$ cat src/assert_macros.svh
// Assertion macros shared by the RTL that checks itself.
`ifndef ASSERT_MACROS_SVH
`define ASSERT_MACROS_SVH

// Property sampled on clk, suspended while in reset.
`define STT_ASSERT(lbl, prop, msg) \
    lbl: assert property (@(posedge clk) disable iff (!rst_n) (prop)) else $error(msg);

// Implication sampled on clk, suspended while in reset.
`define STT_ASSERT_IMP(lbl, ante, cons, msg) \
    lbl: assert property (@(posedge clk) disable iff (!rst_n) (ante) |-> (cons)) else $error(msg);

`endif

$ cat src/stt_pkg.sv
// Types, constants and helper functions of the source text tokenizer.
package stt_pkg;

    localparam int POS_BITS     = 24;
    localparam int LEN_BITS     = POS_BITS + 1;
    localparam int LINE_BITS    = 24;
    localparam int HEX_BITS     = 64;
    localparam int MAX_RES      = 3;
    localparam int QDEPTH       = 2;
    localparam int QPTR_BITS    = $clog2(QDEPTH);
    localparam int QCNT_BITS    = $clog2(QDEPTH + 1);
    localparam int CFG_IDX_BITS = 4;

    localparam logic [LINE_BITS-1:0] LINE_MAX = {LINE_BITS{1'b1}};

    localparam logic [CFG_IDX_BITS-1:0] CFG_COUNT_CR   = CFG_IDX_BITS'(0);
    localparam logic [CFG_IDX_BITS-1:0] CFG_FIRST_LINE = CFG_IDX_BITS'(1);

    localparam logic [7:0] CH_CR     = 8'h0d;
    localparam logic [7:0] CH_LF     = 8'h0a;
    localparam logic [7:0] CH_SPACE  = 8'h20;
    localparam logic [7:0] CH_TAB    = 8'h09;
    localparam logic [7:0] CH_DQUOTE = 8'h22;
    localparam logic [7:0] CH_SQUOTE = 8'h27;
    localparam logic [7:0] CH_DOT    = 8'h2e;
    localparam logic [7:0] CH_X      = 8'h78;
    localparam logic [7:0] CH_MINUS  = 8'h2d;
    localparam logic [7:0] CH_SLASH  = 8'h2f;
    localparam logic [7:0] CH_STAR   = 8'h2a;
    localparam logic [7:0] CH_UNDER  = 8'h5f;
    localparam logic [7:0] CH_BSLASH = 8'h5c;

    typedef enum logic [2:0] {
        K_ERROR  = 3'd0,
        K_END    = 3'd1,
        K_IDENT  = 3'd2,
        K_DELIM  = 3'd3,
        K_STRING = 3'd4,
        K_NUMBER = 3'd5
    } kind_t;

    typedef enum logic [14:0] {
        M_IDLE       = 15'b000000000000001,
        M_SLASH      = 15'b000000000000010,
        M_LINE       = 15'b000000000000100,
        M_BLOCK      = 15'b000000000001000,
        M_BLOCK_STAR = 15'b000000000010000,
        M_STR_D      = 15'b000000000100000,
        M_STR_D_ESC  = 15'b000000001000000,
        M_STR_S      = 15'b000000010000000,
        M_STR_S_ESC  = 15'b000000100000000,
        M_MINUS      = 15'b000001000000000,
        M_NUM_LEAD   = 15'b000010000000000,
        M_NUM_DEC    = 15'b000100000000000,
        M_HEX        = 15'b001000000000000,
        M_IDENT      = 15'b010000000000000,
        M_HALT       = 15'b100000000000000
    } mode_t;

    typedef struct packed {
        kind_t                 kind;
        logic [POS_BITS-1:0]   offset;
        logic [LEN_BITS-1:0]   length;
        logic [LINE_BITS-1:0]  line;
        logic [HEX_BITS-1:0]   hexv;
        logic                  is_hex;
    } res_t;

    typedef struct packed {
        logic [1:0]             count;
        res_t [MAX_RES-1:0]     slot;
    } bundle_t;

    typedef struct packed {
        logic full;
        logic empty;
    } qstat_t;

    function automatic logic is_digit(input logic [7:0] c);
        return (c >= 8'h30) && (c <= 8'h39);
    endfunction

    function automatic logic is_alpha(input logic [7:0] c);
        return ((c >= 8'h61) && (c <= 8'h7a)) || ((c >= 8'h41) && (c <= 8'h5a));
    endfunction

    // {valid, nibble}
    function automatic logic [4:0] hex_nib(input logic [7:0] c);
        logic [4:0] r;
        r = 5'd0;
        if (is_digit(c))
            r = {1'b1, 4'(c - 8'h30)};
        else if ((c >= 8'h61) && (c <= 8'h66))
            r = {1'b1, 4'(c - 8'h57)};
        else if ((c >= 8'h41) && (c <= 8'h46))
            r = {1'b1, 4'(c - 8'h37)};
        return r;
    endfunction

    // Length with one wrap of the position counter allowed.
    function automatic logic [LEN_BITS-1:0] span(input logic [LEN_BITS-1:0] stop,
                                                 input logic [POS_BITS-1:0] start);
        logic [LEN_BITS-1:0] s;
        s = {1'b0, start};
        if (stop >= s)
            return stop - s;
        return stop + (LEN_BITS'(1) << POS_BITS) - s;
    endfunction

    function automatic res_t mk_res(input kind_t k, input logic [POS_BITS-1:0] off,
                                    input logic [LEN_BITS-1:0] len,
                                    input logic [LINE_BITS-1:0] ln,
                                    input logic [HEX_BITS-1:0] hv, input logic hx);
        res_t r;
        r.kind   = k;
        r.offset = off;
        r.length = len;
        r.line   = ln;
        r.hexv   = hv;
        r.is_hex = hx;
        return r;
    endfunction

endpackage

$ cat src/stt_if.sv
// Handshake channel interfaces: text input, token output, register writes.
interface stt_in_if;
    logic       valid;
    logic       ready;
    logic [7:0] text_byte;
    logic       end_of_text;
    modport source (output valid, text_byte, end_of_text, input ready);
    modport sink   (input valid, text_byte, end_of_text, output ready);
endinterface

interface stt_out_if;
    logic        valid;
    logic        ready;
    logic [2:0]  token_kind;
    logic [23:0] token_offset;
    logic [24:0] token_length;
    logic [23:0] line_number;
    logic [63:0] hex_value;
    logic        is_hex;
    logic        last_of_run;
    modport source (output valid, token_kind, token_offset, token_length, line_number,
                    hex_value, is_hex, last_of_run, input ready);
    modport sink   (input valid, token_kind, token_offset, token_length, line_number,
                    hex_value, is_hex, last_of_run, output ready);
endinterface

interface stt_cfg_if;
    logic       valid;
    logic       ready;
    logic [3:0] index;
    logic       data;
    modport source (output valid, index, data, input ready);
    modport sink   (input valid, index, data, output ready);
endinterface

$ cat src/source_text_tokenizer_top.sv
// Top level of the source text tokenizer.
//  channel    dir  payload                                             accept
//  item_in    in   text_byte, end_of_text                              valid && ready
//  token_out  out  kind, offset, length, line, hex, is_hex, last       valid && ready
//  cfg        in   index (0 count_lone_cr, 1 first_line_number), data  valid && ready
// One byte per cycle enters the scanner while the queue is not full; its tokens (0 to 3)
// leave one per cycle from the output register while token_out is ready.
// A two-entry bundle queue decouples scanning from output stalls.
// Reset clears all scanner state; no clearing pass. cfg is always ready.
`include "assert_macros.svh"

module source_text_tokenizer_top
    import stt_pkg::*;
(
    input  logic      clk,
    input  logic      rst_n,
    stt_in_if.sink    item_in,
    stt_cfg_if.sink   cfg,
    stt_out_if.source token_out
);

    logic    push;
    logic    pop;
    bundle_t push_data;
    bundle_t head;
    qstat_t  qstat;

    stt_front u_front (
        .clk       (clk),
        .rst_n     (rst_n),
        .item_in   (item_in),
        .cfg       (cfg),
        .qstat     (qstat),
        .push      (push),
        .push_data (push_data)
    );

    stt_fifo u_fifo (
        .clk       (clk),
        .rst_n     (rst_n),
        .push      (push),
        .push_data (push_data),
        .pop       (pop),
        .head      (head),
        .qstat     (qstat)
    );

    stt_back u_back (
        .clk       (clk),
        .rst_n     (rst_n),
        .head      (head),
        .qstat     (qstat),
        .pop       (pop),
        .token_out (token_out)
    );

    `STT_ASSERT_IMP(a_end_last, token_out.valid && token_out.token_kind == K_END,
                    token_out.last_of_run, "end item not last of its run")
    `STT_ASSERT_IMP(a_hex_num, token_out.valid && token_out.is_hex,
                    token_out.token_kind == K_NUMBER, "hex flag on non-number")
    `STT_ASSERT_IMP(a_err_zero, token_out.valid && token_out.token_kind == K_ERROR,
                    token_out.token_offset == '0 && token_out.token_length == '0,
                    "error item carries position")
    `STT_ASSERT_IMP(a_no_push_full, push, !qstat.full, "push into full queue")

endmodule

$ cat src/stt_front.sv
// Front end: scans one byte per cycle while the queue is not full and queues the tokens it produces.
module stt_front
    import stt_pkg::*;
(
    input  logic    clk,
    input  logic    rst_n,
    stt_in_if.sink  item_in,
    stt_cfg_if.sink cfg,
    input  qstat_t  qstat,
    output logic    push,
    output bundle_t push_data
);

    mode_t                mode_reg, mode_next;
    logic [POS_BITS-1:0]  pos_reg, pos_next;
    logic [POS_BITS-1:0]  tstart_reg, tstart_next;
    logic [LINE_BITS-1:0] lcnt_reg, lcnt_next;
    logic [LINE_BITS-1:0] tline_reg, tline_next;
    logic                 prevcr_reg, prevcr_next;
    logic [HEX_BITS-1:0]  hex_reg, hex_next;
    logic                 dot_reg, dot_next;
    logic                 cnt_cr_reg, first_reg;

    logic                 accept;
    logic [7:0]           c;
    logic [LEN_BITS-1:0]  pos1;
    logic [LINE_BITS-1:0] cur_line;
    logic [LINE_BITS:0]   line_sum;
    bundle_t              bun;
    logic                 do_idle;
    logic [4:0]           nib;

    assign accept    = item_in.valid && item_in.ready;
    assign item_in.ready = !qstat.full;
    assign cfg.ready = 1'b1;
    assign c         = item_in.text_byte;
    assign pos1      = {1'b0, pos_reg} + LEN_BITS'(1);
    assign line_sum  = {1'b0, lcnt_reg} + {{LINE_BITS{1'b0}}, first_reg};
    assign cur_line  = line_sum[LINE_BITS] ? LINE_MAX : line_sum[LINE_BITS-1:0];
    assign nib       = hex_nib(c);

    always_comb
    begin
        mode_next   = mode_reg;
        tstart_next = tstart_reg;
        tline_next  = tline_reg;
        hex_next    = hex_reg;
        dot_next    = dot_reg;
        lcnt_next   = lcnt_reg;
        prevcr_next = prevcr_reg;
        pos_next    = pos1[POS_BITS-1:0];
        bun         = '0;
        do_idle     = 1'b0;

        case (mode_reg)
            M_SLASH:
            begin
                if (c == CH_SLASH)
                    mode_next = M_LINE;
                else if (c == CH_STAR)
                    mode_next = M_BLOCK;
                else
                begin
                    bun.slot[bun.count] = mk_res(K_DELIM, tstart_reg,
                        span({1'b0, tstart_reg} + LEN_BITS'(1), tstart_reg), tline_reg, '0, 1'b0);
                    bun.count = bun.count + 2'd1;
                    do_idle = 1'b1;
                end
            end
            M_LINE:
            begin
                if (c == CH_CR || c == CH_LF)
                    mode_next = M_IDLE;
            end
            M_BLOCK:
            begin
                if (c == CH_STAR)
                    mode_next = M_BLOCK_STAR;
            end
            M_BLOCK_STAR:
            begin
                if (c == CH_SLASH)
                    mode_next = M_IDLE;
                else if (c != CH_STAR)
                    mode_next = M_BLOCK;
            end
            M_STR_D, M_STR_S:
            begin
                if (c == CH_BSLASH)
                    mode_next = (mode_reg == M_STR_D) ? M_STR_D_ESC : M_STR_S_ESC;
                else if ((mode_reg == M_STR_D && c == CH_DQUOTE) ||
                         (mode_reg == M_STR_S && c == CH_SQUOTE))
                begin
                    bun.slot[bun.count] = mk_res(K_STRING, tstart_reg, span(pos1 - LEN_BITS'(1),
                        tstart_reg), tline_reg, '0, 1'b0);
                    bun.count = bun.count + 2'd1;
                    mode_next = M_IDLE;
                end
            end
            M_STR_D_ESC:
            begin
                if (c != CH_BSLASH)
                    mode_next = M_STR_D;
            end
            M_STR_S_ESC:
            begin
                if (c != CH_BSLASH)
                    mode_next = M_STR_S;
            end
            M_MINUS:
            begin
                if (is_digit(c))
                begin
                    mode_next = M_NUM_LEAD;
                    dot_next  = 1'b0;
                end
                else
                begin
                    bun.slot[bun.count] = mk_res(K_DELIM, tstart_reg,
                        span({1'b0, tstart_reg} + LEN_BITS'(1), tstart_reg), tline_reg, '0, 1'b0);
                    bun.count = bun.count + 2'd1;
                    do_idle = 1'b1;
                end
            end
            M_NUM_LEAD, M_NUM_DEC:
            begin
                if (mode_reg == M_NUM_LEAD && c == CH_X)
                begin
                    mode_next   = M_HEX;
                    tstart_next = pos1[POS_BITS-1:0];
                    hex_next    = '0;
                end
                else
                begin
                    mode_next = M_NUM_DEC;
                    if (is_digit(c))
                        mode_next = M_NUM_DEC;
                    else if (c == CH_DOT)
                    begin
                        if (dot_reg)
                        begin
                            bun.slot[bun.count] = mk_res(K_ERROR, '0, '0, '0, '0, 1'b0);
                            bun.count = bun.count + 2'd1;
                            mode_next = M_HALT;
                        end
                        else
                            dot_next = 1'b1;
                    end
                    else
                    begin
                        bun.slot[bun.count] = mk_res(K_NUMBER, tstart_reg, span(pos1 - LEN_BITS'(1),
                            tstart_reg), tline_reg, '0, 1'b0);
                        bun.count = bun.count + 2'd1;
                        do_idle = 1'b1;
                    end
                end
            end
            M_HEX:
            begin
                if (nib[4])
                    hex_next = {hex_reg[HEX_BITS-5:0], nib[3:0]};
                else
                begin
                    bun.slot[bun.count] = mk_res(K_NUMBER, tstart_reg, span(pos1 - LEN_BITS'(1),
                        tstart_reg), tline_reg, hex_reg, 1'b1);
                    bun.count = bun.count + 2'd1;
                    do_idle = 1'b1;
                end
            end
            M_IDENT:
            begin
                if (!(is_alpha(c) || is_digit(c) || c == CH_UNDER))
                begin
                    bun.slot[bun.count] = mk_res(K_IDENT, tstart_reg, span(pos1 - LEN_BITS'(1),
                        tstart_reg), tline_reg, '0, 1'b0);
                    bun.count = bun.count + 2'd1;
                    do_idle = 1'b1;
                end
            end
            M_HALT:
            begin
                mode_next = M_HALT;
            end
            default:
            begin
                do_idle = 1'b1;
            end
        endcase

        // Byte scanned afresh between tokens.
        if (do_idle)
        begin
            mode_next = M_IDLE;
            if (!(c == CH_SPACE || c == CH_TAB || c == CH_CR || c == CH_LF))
            begin
                tstart_next = pos_reg;
                tline_next  = cur_line;
                if (c == CH_SLASH)
                    mode_next = M_SLASH;
                else if (c == CH_DQUOTE)
                begin
                    mode_next   = M_STR_D;
                    tstart_next = pos1[POS_BITS-1:0];
                end
                else if (c == CH_SQUOTE)
                begin
                    mode_next   = M_STR_S;
                    tstart_next = pos1[POS_BITS-1:0];
                end
                else if (is_digit(c))
                begin
                    mode_next = M_NUM_LEAD;
                    dot_next  = 1'b0;
                end
                else if (c == CH_MINUS)
                    mode_next = M_MINUS;
                else if (is_alpha(c))
                    mode_next = M_IDENT;
                else
                begin
                    bun.slot[bun.count] = mk_res(K_DELIM, pos_reg, LEN_BITS'(1), cur_line,
                                                 '0, 1'b0);
                    bun.count = bun.count + 2'd1;
                end
            end
        end

        if (c == CH_CR)
        begin
            if (cnt_cr_reg && lcnt_reg != LINE_MAX)
                lcnt_next = lcnt_reg + LINE_BITS'(1);
            prevcr_next = 1'b1;
        end
        else
        begin
            if (c == CH_LF && !(prevcr_reg && cnt_cr_reg) && lcnt_reg != LINE_MAX)
                lcnt_next = lcnt_reg + LINE_BITS'(1);
            prevcr_next = 1'b0;
        end

        if (item_in.end_of_text)
        begin
            case (mode_next)
                M_SLASH, M_MINUS:
                begin
                    bun.slot[bun.count] = mk_res(K_DELIM, tstart_next,
                        span({1'b0, tstart_next} + LEN_BITS'(1), tstart_next), tline_next,
                        '0, 1'b0);
                    bun.count = bun.count + 2'd1;
                end
                M_STR_D, M_STR_D_ESC, M_STR_S, M_STR_S_ESC:
                begin
                    bun.slot[bun.count] = mk_res(K_STRING, tstart_next, span(pos1, tstart_next),
                                                 tline_next, '0, 1'b0);
                    bun.count = bun.count + 2'd1;
                end
                M_NUM_LEAD, M_NUM_DEC:
                begin
                    bun.slot[bun.count] = mk_res(K_NUMBER, tstart_next, span(pos1, tstart_next),
                                                 tline_next, '0, 1'b0);
                    bun.count = bun.count + 2'd1;
                end
                M_HEX:
                begin
                    bun.slot[bun.count] = mk_res(K_NUMBER, tstart_next, span(pos1, tstart_next),
                                                 tline_next, hex_next, 1'b1);
                    bun.count = bun.count + 2'd1;
                end
                M_IDENT:
                begin
                    bun.slot[bun.count] = mk_res(K_IDENT, tstart_next, span(pos1, tstart_next),
                                                 tline_next, '0, 1'b0);
                    bun.count = bun.count + 2'd1;
                end
                default:
                begin
                    bun.count = bun.count;
                end
            endcase
            bun.slot[bun.count] = mk_res(K_END, '0, '0, '0, '0, 1'b0);
            bun.count = bun.count + 2'd1;
            // Back to the reset state for the next text.
            mode_next   = M_IDLE;
            pos_next    = '0;
            tstart_next = '0;
            lcnt_next   = '0;
            tline_next  = '0;
            prevcr_next = 1'b0;
            hex_next    = '0;
            dot_next    = 1'b0;
        end
    end

    assign push      = accept && (bun.count != 2'd0);
    assign push_data = bun;

    always_ff @(posedge clk or negedge rst_n)
    begin
        if (!rst_n)
        begin
            mode_reg   <= M_IDLE;
            pos_reg    <= '0;
            tstart_reg <= '0;
            lcnt_reg   <= '0;
            tline_reg  <= '0;
            prevcr_reg <= 1'b0;
            hex_reg    <= '0;
            dot_reg    <= 1'b0;
            cnt_cr_reg <= 1'b1;
            first_reg  <= 1'b0;
        end
        else
        begin
            if (accept)
            begin
                mode_reg   <= mode_next;
                pos_reg    <= pos_next;
                tstart_reg <= tstart_next;
                lcnt_reg   <= lcnt_next;
                tline_reg  <= tline_next;
                prevcr_reg <= prevcr_next;
                hex_reg    <= hex_next;
                dot_reg    <= dot_next;
            end
            if (cfg.valid && cfg.ready)
            begin
                if (cfg.index == CFG_COUNT_CR)
                    cnt_cr_reg <= cfg.data;
                else if (cfg.index == CFG_FIRST_LINE)
                    first_reg <= cfg.data;
            end
        end
    end

endmodule

$ cat src/stt_fifo.sv
// Short queue of per-byte token bundles between the scanner and the output.
module stt_fifo
    import stt_pkg::*;
(
    input  logic    clk,
    input  logic    rst_n,
    input  logic    push,
    input  bundle_t push_data,
    input  logic    pop,
    output bundle_t head,
    output qstat_t  qstat
);

    bundle_t              mem_reg [QDEPTH];
    logic [QPTR_BITS-1:0] wr_reg, rd_reg;
    logic [QCNT_BITS-1:0] cnt_reg;

    assign head        = mem_reg[rd_reg];
    assign qstat.full  = (cnt_reg == QCNT_BITS'(QDEPTH));
    assign qstat.empty = (cnt_reg == '0);

    always_ff @(posedge clk)
    begin
        if (push)
            mem_reg[wr_reg] <= push_data;
    end

    always_ff @(posedge clk or negedge rst_n)
    begin
        if (!rst_n)
        begin
            wr_reg  <= '0;
            rd_reg  <= '0;
            cnt_reg <= '0;
        end
        else
        begin
            if (push)
                wr_reg <= (wr_reg == QPTR_BITS'(QDEPTH - 1)) ? '0 : wr_reg + QPTR_BITS'(1);
            if (pop)
                rd_reg <= (rd_reg == QPTR_BITS'(QDEPTH - 1)) ? '0 : rd_reg + QPTR_BITS'(1);
            if (push && !pop)
                cnt_reg <= cnt_reg + QCNT_BITS'(1);
            else if (pop && !push)
                cnt_reg <= cnt_reg - QCNT_BITS'(1);
        end
    end

endmodule

$ cat src/stt_back.sv
// Back end: unpacks queued bundles into single tokens on the output register.
module stt_back
    import stt_pkg::*;
(
    input  logic       clk,
    input  logic       rst_n,
    input  bundle_t    head,
    input  qstat_t     qstat,
    output logic       pop,
    stt_out_if.source  token_out
);

    logic [1:0] idx_reg;
    logic       ov_reg;
    res_t       res_reg;
    logic       last_reg;
    logic       load;
    logic       at_last;

    assign load    = !qstat.empty && (!ov_reg || token_out.ready);
    assign at_last = (idx_reg == head.count - 2'd1);
    assign pop     = load && at_last;

    always_ff @(posedge clk or negedge rst_n)
    begin
        if (!rst_n)
        begin
            idx_reg <= '0;
            ov_reg  <= 1'b0;
        end
        else
        begin
            if (load)
            begin
                ov_reg  <= 1'b1;
                idx_reg <= at_last ? 2'd0 : idx_reg + 2'd1;
            end
            else if (token_out.ready)
                ov_reg <= 1'b0;
        end
    end

    always_ff @(posedge clk)
    begin
        if (load)
        begin
            res_reg  <= head.slot[idx_reg];
            last_reg <= at_last;
        end
    end

    assign token_out.valid        = ov_reg;
    assign token_out.token_kind   = res_reg.kind;
    assign token_out.token_offset = res_reg.offset;
    assign token_out.token_length = res_reg.length;
    assign token_out.line_number  = res_reg.line;
    assign token_out.hex_value    = res_reg.hexv;
    assign token_out.is_hex       = res_reg.is_hex;
    assign token_out.last_of_run  = last_reg;

endmodule

$ cat src/flat_wrapper.sv
// flat-port wrapper written by rule: the top's interface ports become plain ports
module source_text_tokenizer_top_flat import stt_pkg::*;
  (clk, rst_n, item_in_valid, item_in_text_byte, item_in_end_of_text, item_in_ready, cfg_valid, cfg_index, cfg_data, cfg_ready, token_out_valid, token_out_token_kind, token_out_token_offset, token_out_token_length, token_out_line_number, token_out_hex_value, token_out_is_hex, token_out_last_of_run, token_out_ready);
  stt_in_if item_in_i ();
  stt_cfg_if cfg_i ();
  stt_out_if token_out_i ();
  input  logic clk;
  input  logic rst_n;
  input wire logic [$bits(item_in_i.valid)-1:0] item_in_valid;
  input wire logic [$bits(item_in_i.text_byte)-1:0] item_in_text_byte;
  input wire logic [$bits(item_in_i.end_of_text)-1:0] item_in_end_of_text;
  output wire logic [$bits(item_in_i.ready)-1:0] item_in_ready;
  input wire logic [$bits(cfg_i.valid)-1:0] cfg_valid;
  input wire logic [$bits(cfg_i.index)-1:0] cfg_index;
  input wire logic [$bits(cfg_i.data)-1:0] cfg_data;
  output wire logic [$bits(cfg_i.ready)-1:0] cfg_ready;
  output wire logic [$bits(token_out_i.valid)-1:0] token_out_valid;
  output wire logic [$bits(token_out_i.token_kind)-1:0] token_out_token_kind;
  output wire logic [$bits(token_out_i.token_offset)-1:0] token_out_token_offset;
  output wire logic [$bits(token_out_i.token_length)-1:0] token_out_token_length;
  output wire logic [$bits(token_out_i.line_number)-1:0] token_out_line_number;
  output wire logic [$bits(token_out_i.hex_value)-1:0] token_out_hex_value;
  output wire logic [$bits(token_out_i.is_hex)-1:0] token_out_is_hex;
  output wire logic [$bits(token_out_i.last_of_run)-1:0] token_out_last_of_run;
  input wire logic [$bits(token_out_i.ready)-1:0] token_out_ready;
  assign item_in_i.valid = item_in_valid;
  assign item_in_i.text_byte = item_in_text_byte;
  assign item_in_i.end_of_text = item_in_end_of_text;
  assign item_in_ready = item_in_i.ready;
  assign cfg_i.valid = cfg_valid;
  assign cfg_i.index = cfg_index;
  assign cfg_i.data = cfg_data;
  assign cfg_ready = cfg_i.ready;
  assign token_out_valid = token_out_i.valid;
  assign token_out_token_kind = token_out_i.token_kind;
  assign token_out_token_offset = token_out_i.token_offset;
  assign token_out_token_length = token_out_i.token_length;
  assign token_out_line_number = token_out_i.line_number;
  assign token_out_hex_value = token_out_i.hex_value;
  assign token_out_is_hex = token_out_i.is_hex;
  assign token_out_last_of_run = token_out_i.last_of_run;
  assign token_out_i.ready = token_out_ready;
  source_text_tokenizer_top u_core (.clk(clk), .rst_n(rst_n), .item_in(item_in_i), .cfg(cfg_i), .token_out(token_out_i));
endmodule
$ cat config.mk
export PLATFORM = sky130hd
export DESIGN_NAME = source_text_tokenizer_top_flat
export DESIGN_NICKNAME = d
export VERILOG_FILES = /design/src/stt_pkg.sv /design/src/stt_if.sv /design/src/source_text_tokenizer_top.sv /design/src/stt_front.sv /design/src/stt_fifo.sv /design/src/stt_back.sv /design/src/flat_wrapper.sv
export VERILOG_INCLUDE_DIRS = /design/src /design/src/src
export SDC_FILE = /design/constraint.sdc
export NUM_CORES = 2
export LEC_CHECK = 0
export BUFFER_PORTS_ARGS = -buffer_cell sky130_fd_sc_hd__buf_4
export CAP_MARGIN = 20
export CORE_MARGIN = 4
export CORE_UTILIZATION = 35
export DETAILED_ROUTE_END_ITERATION = 10
export GPL_TIMING_DRIVEN = 0
export PLACE_DENSITY_LB_ADDON = 0.1
export SLEW_MARGIN = 20
export SYNTH_ARGS = -nofsm -noshare
export SYNTH_HDL_FRONTEND = slang
export SYNTH_HIERARCHICAL = 1
export SYNTH_SLANG_ARGS = --single-unit
$ cat constraint.sdc
create_clock -name clk -period 30 [get_ports clk]
set_input_delay 6 -clock clk [delete_from_list [all_inputs] [get_ports clk]]
set_output_delay 6 -clock clk [all_outputs]
set_load 0.005 [all_outputs]
==> metrics.md <==
| Metric | Value |
|---|---|
| Outcome | `completed` |
| Die W | `442 um` |
| Critical-path maximum fanout | `10` |
| Port Buffers | `160` |
| Setup CP Type | `input port to flop` |
| Combinational family with the most area after synthesis | `compound AO/OA/AOI/OAI gates` |
| Setup slack, reg-to-reg | `18.32 ns` |
| Synth Area in Compound Gates | `12.7%` |
| Seq pwr share | `29.6%` |
| Worst setup EP type | `flop` |
| Mapped Nets | `6121` |
| Max Fclk | `0.0617 GHz` |
| Worst Tran Pin Value | `1.24 ns` |
| Gpl congestion | `0.917` |
| Clock Tree Buf Depth | `3` |
| Int Power | `0.00476 W` |
| Syn Inst Count | `5840` |
| Clock Root Buffer | `clkbuf_16` |
| Final hold violations | `0` |
| R2R Path End | `u_core/u_fifo/mem_reg[0][113]` |
| Switching part of the total | `40.4%` |
| Full die area | `195000 sq um` |
| Combinational share of power | `49.1%` |
| Worst path arrival time | `16.75 ns` |
| Hold Slack | `0.484 ns` |
| Dpl cells | `8530` |
| CTS buffer count | `139` |
| Post-route setup slack | `13.78 ns` |
| Post-Synth Simple-Gate Area | `11.3%` |
| Postcts setup bufs | `0` |
| Min cycle time layout | `16.22 ns` |
| Predominant post-synthesis flop cell | `edfxtp_1` |
| R2r worst-path depth | `35` |
| DRT Wirelength | `237000 um` |
| Clock transition at path regs | `0.06 ns` |
| Core Area | `186000 sq um` |
| Initial antenna violation count | `17` |
| Pin count of the biggest net entering global routing | `89` |
| Post-synthesis mux area share | `10.2%` |
| Final number of setup-violating endpoints | `0` |
| Xor/xnor share of the synthesized area | `4.19%` |
| CTS HTree Levels | `4` |
| Pleak | `27.7 nW` |
| Adder-Cell Fraction of Synth Area | `5.56%` |
| Fin crit share | `54.1%` |
| Syn-to-layout area delta | `15.3%` |
| Buffers plus inverters on the worst setup path | `6` |
| WP data required | `30.54 ns` |
| Total gr overflow | `0` |
| Slew Limit Headroom | `16.4%` |
| Worst hold start | `u_core/u_fifo/cnt_reg[1]` |
| Async set-or-reset flop fraction in the synthesized netlist | `15.8%` |
| Vias per cell | `5.54` |
| Layout Nets | `6473` |
| Skew-Pair Late Insertion Delay | `0.81 ns` |
| Yosys cell types | `112` |
| Min-Delay Endpoint | `u_core/u_fifo/cnt_reg[1]` |
| I/O Pins | `164` |
| GRT Total Usage | `23.6%` |
| CP top delay family | `compound AO/OA/AOI/OAI gates` |
| Cell Pwr Density | `105 nW/um^2` |
| Setup WS pre-CTS | `13.23 ns` |
| Layout cells sized above 1 | `16.5%` |
| Max_cap viols | `0` |
| Yosys reg bits | `1178` |
| Tightest Hold Check Type | `flop to flop` |
| Gates resized, CTS repair | `0` |
| Non-Filler Instances | `8791` |
| Clock power frac | `21.3%` |
| RSZ-0062 raised after global routing | `no` |
| Final Cell Area | `75900 sq um` |
| Drt pass-1 iters | `6` |
| Clock Skew | `0.0405 ns` |
| Initial Util | `35.3%` |
| DRT iter0 DRCs | `4204` |
| DRC | `0` |
| Global-route wire length before repair | `342000 um` |
| VDD IR max | `0.116 mV` |
| Hold Crit Depth | `1` |
| EDFF count, synth | `992` |
| Post-synthesis cell area | `65800 sq um` |
| Register area | `34400 sq um` |
| CP max stage cell | `clkbuf_1` |
| Routed Antenna Nets | `0` |
| Fill count | `18198` |
| FF-to-FF Start | `u_core/u_front/mode_reg[12]` |
| Sequential area share after synthesis | `52.3%` |
| TritonCTS clock tree | `yes` |
| PnR Total Power | `0.00797 W` |
| Clk sink count | `1178` |
| Area after DPL | `71300 sq um` |
| CP peak stage delay | `0.85 ns` |
| Switch Pwr | `0.00322 W` |
| Cell Rows | `158` |
| Post-DP HPWL | `180000 um` |
| CP startpoint kind | `input port` |
| # hold bufs at CTS | `0` |
| Drt wl/cell | `27.0 um` |
| Area occupied by multi-input gates | `28900 sq um` |
| Synth warn | `6` |
| Via count | `48701` |
| Die H | `442 um` |
| CP dominant cell by count | `ha_1` |
| Mean area per synthesized cell | `11.3 sq um` |
| Vias in the first global route | `48854` |
| Number of flip-flops in the largest register | `850` |
| Slew Viols, Final | `0` |
cells in the final DEF (no fill, tap or decap), types with 184 or more instances in the layout:
| cell type | count |
|---|---|
| mux2_2 | 427 |
| ha_1 | 211 |
| xnor2_1 | 192 |
| a21oi_1 | 243 |
| o21ai_0 | 337 |
| clkbuf_1 | 259 |
| inv_1 | 234 |
| dfrtp_1 | 184 |
| nand2_1 | 516 |
| nor2_1 | 445 |
| edfxtp_1 | 992 |
cell families (layout without fill, tap and decap cells):
family          after synthesis  after routing
other cells                   1              9
simple gates               1582           1582
fa+ha+maj                   262            262
flops                      1178           1178
mux                         613            613
compound gates             1299           1299
buf+inv                     592           1055
xor+xnor                    313            313
worst max path at each step:
stage | start | endpoint | slack [ns] | cells after the start
after floorplan | item_in_text_byte[7] | u_core/u_fifo/mem_reg[0][0] | 7.82 | 21
after global placement | item_in_text_byte[4] | u_core/u_fifo/mem_reg[0][194] | -2.71 | 23
after detailed placement | item_in_text_byte[1] | u_core/u_fifo/mem_reg[0][113] | 13.23 | 37
after CTS | item_in_text_byte[1] | u_core/u_fifo/mem_reg[0][113] | 14.07 | 37
after global routing | item_in_text_byte[1] | u_core/u_fifo/mem_reg[0][113] | 13.24 | 37
final | item_in_text_byte[1] | u_core/u_fifo/mem_reg[0][113] | 13.78 | 37
layout make-up:
type / instances / area share [%]
plain buffers: 348 / 2.11
diodes: 8 / 0.0264
multi-input cells: 4070 / 38.1
clock buffers: 181 / 4.96
flip-flops and latches: 1178 / 45.4
inverters: 244 / 1.22
clock inverters: 71 / 1.04
repair buffers: 211 / 3.07
well taps: 2480 / 4.09
power by group through the flow:
stage	Clock (W)	Combinational, W	Sequential, W
after detailed placement	0	0.00393	0.00239
final	0.00170	0.00392	0.00236
after CTS	0.00175	0.00395	0.00236
after global routing	0.00181	0.00424	0.00239
after global placement	0	0.00382	0.00262
after floorplan	0	0.00247	0.00250
cell usage after synthesis, types with 27 or more instances:
library cell  number  area [sq um]
dfrtp_1          184          4600
nor3_1           100           500
a21oi_1          244          1220
a22o_1            76           666
mux2i_1          173          1730
o21ai_0          337          1690
nor2b_1           39           244
a211oi_1          31           233
buf_2             60           300
nand3_1          107           536
nand2_1          516          1940
o22ai_1          107           669
xor2_1           119          1040
o21ai_1           86           430
and3_1           102           638
mux2_2           427          4810
and2_1            77           482
inv_1            235           882
nor2_1           447          1680
nand4_1           27           169
a22oi_1          104           781
nor4_1            28           175
fa_1              51          1020
clkbuf_1         239           897
xnor2_1          192          1680
a31oi_1           47           294
ha_1             211          2640
edfxtp_1         992         29800
o22a_1            35           307
per-layer routing:
layer	track usage (%)	share of wire, %	vias to the layer above
li1	-	-	22273
met1	32.1	44	24655
met2	39.1	47	1448
met3	3.27	5.3	325
met4	7.47	3.1	0
met5	0	0	-
through the flow:
stage / TNS [ns] / util (%)
6_report: 0 / 40.8
5_1_grt: 0 / 40.8
4_1_cts: 0 / 40.8
3_5_place_dp: 0 / 38.3
3_3_place_gp: -1376.43 / 37.7
2_1_floorplan: 0 / -
worst reg2reg max path, delay by kind of cell, from the launching register on:
kind,cells,cell delay [ns]
adders and majority gates,3,0.94
DFF,1,0.41
and+or+nand+nor,6,2.25
muxes,1,0.78
AOI/OAI and AO/OA,18,4.77
buffers and inverters,5,1.67
xor gates and xnor gates,2,0.58
Power figures use the tool's default switching activity.
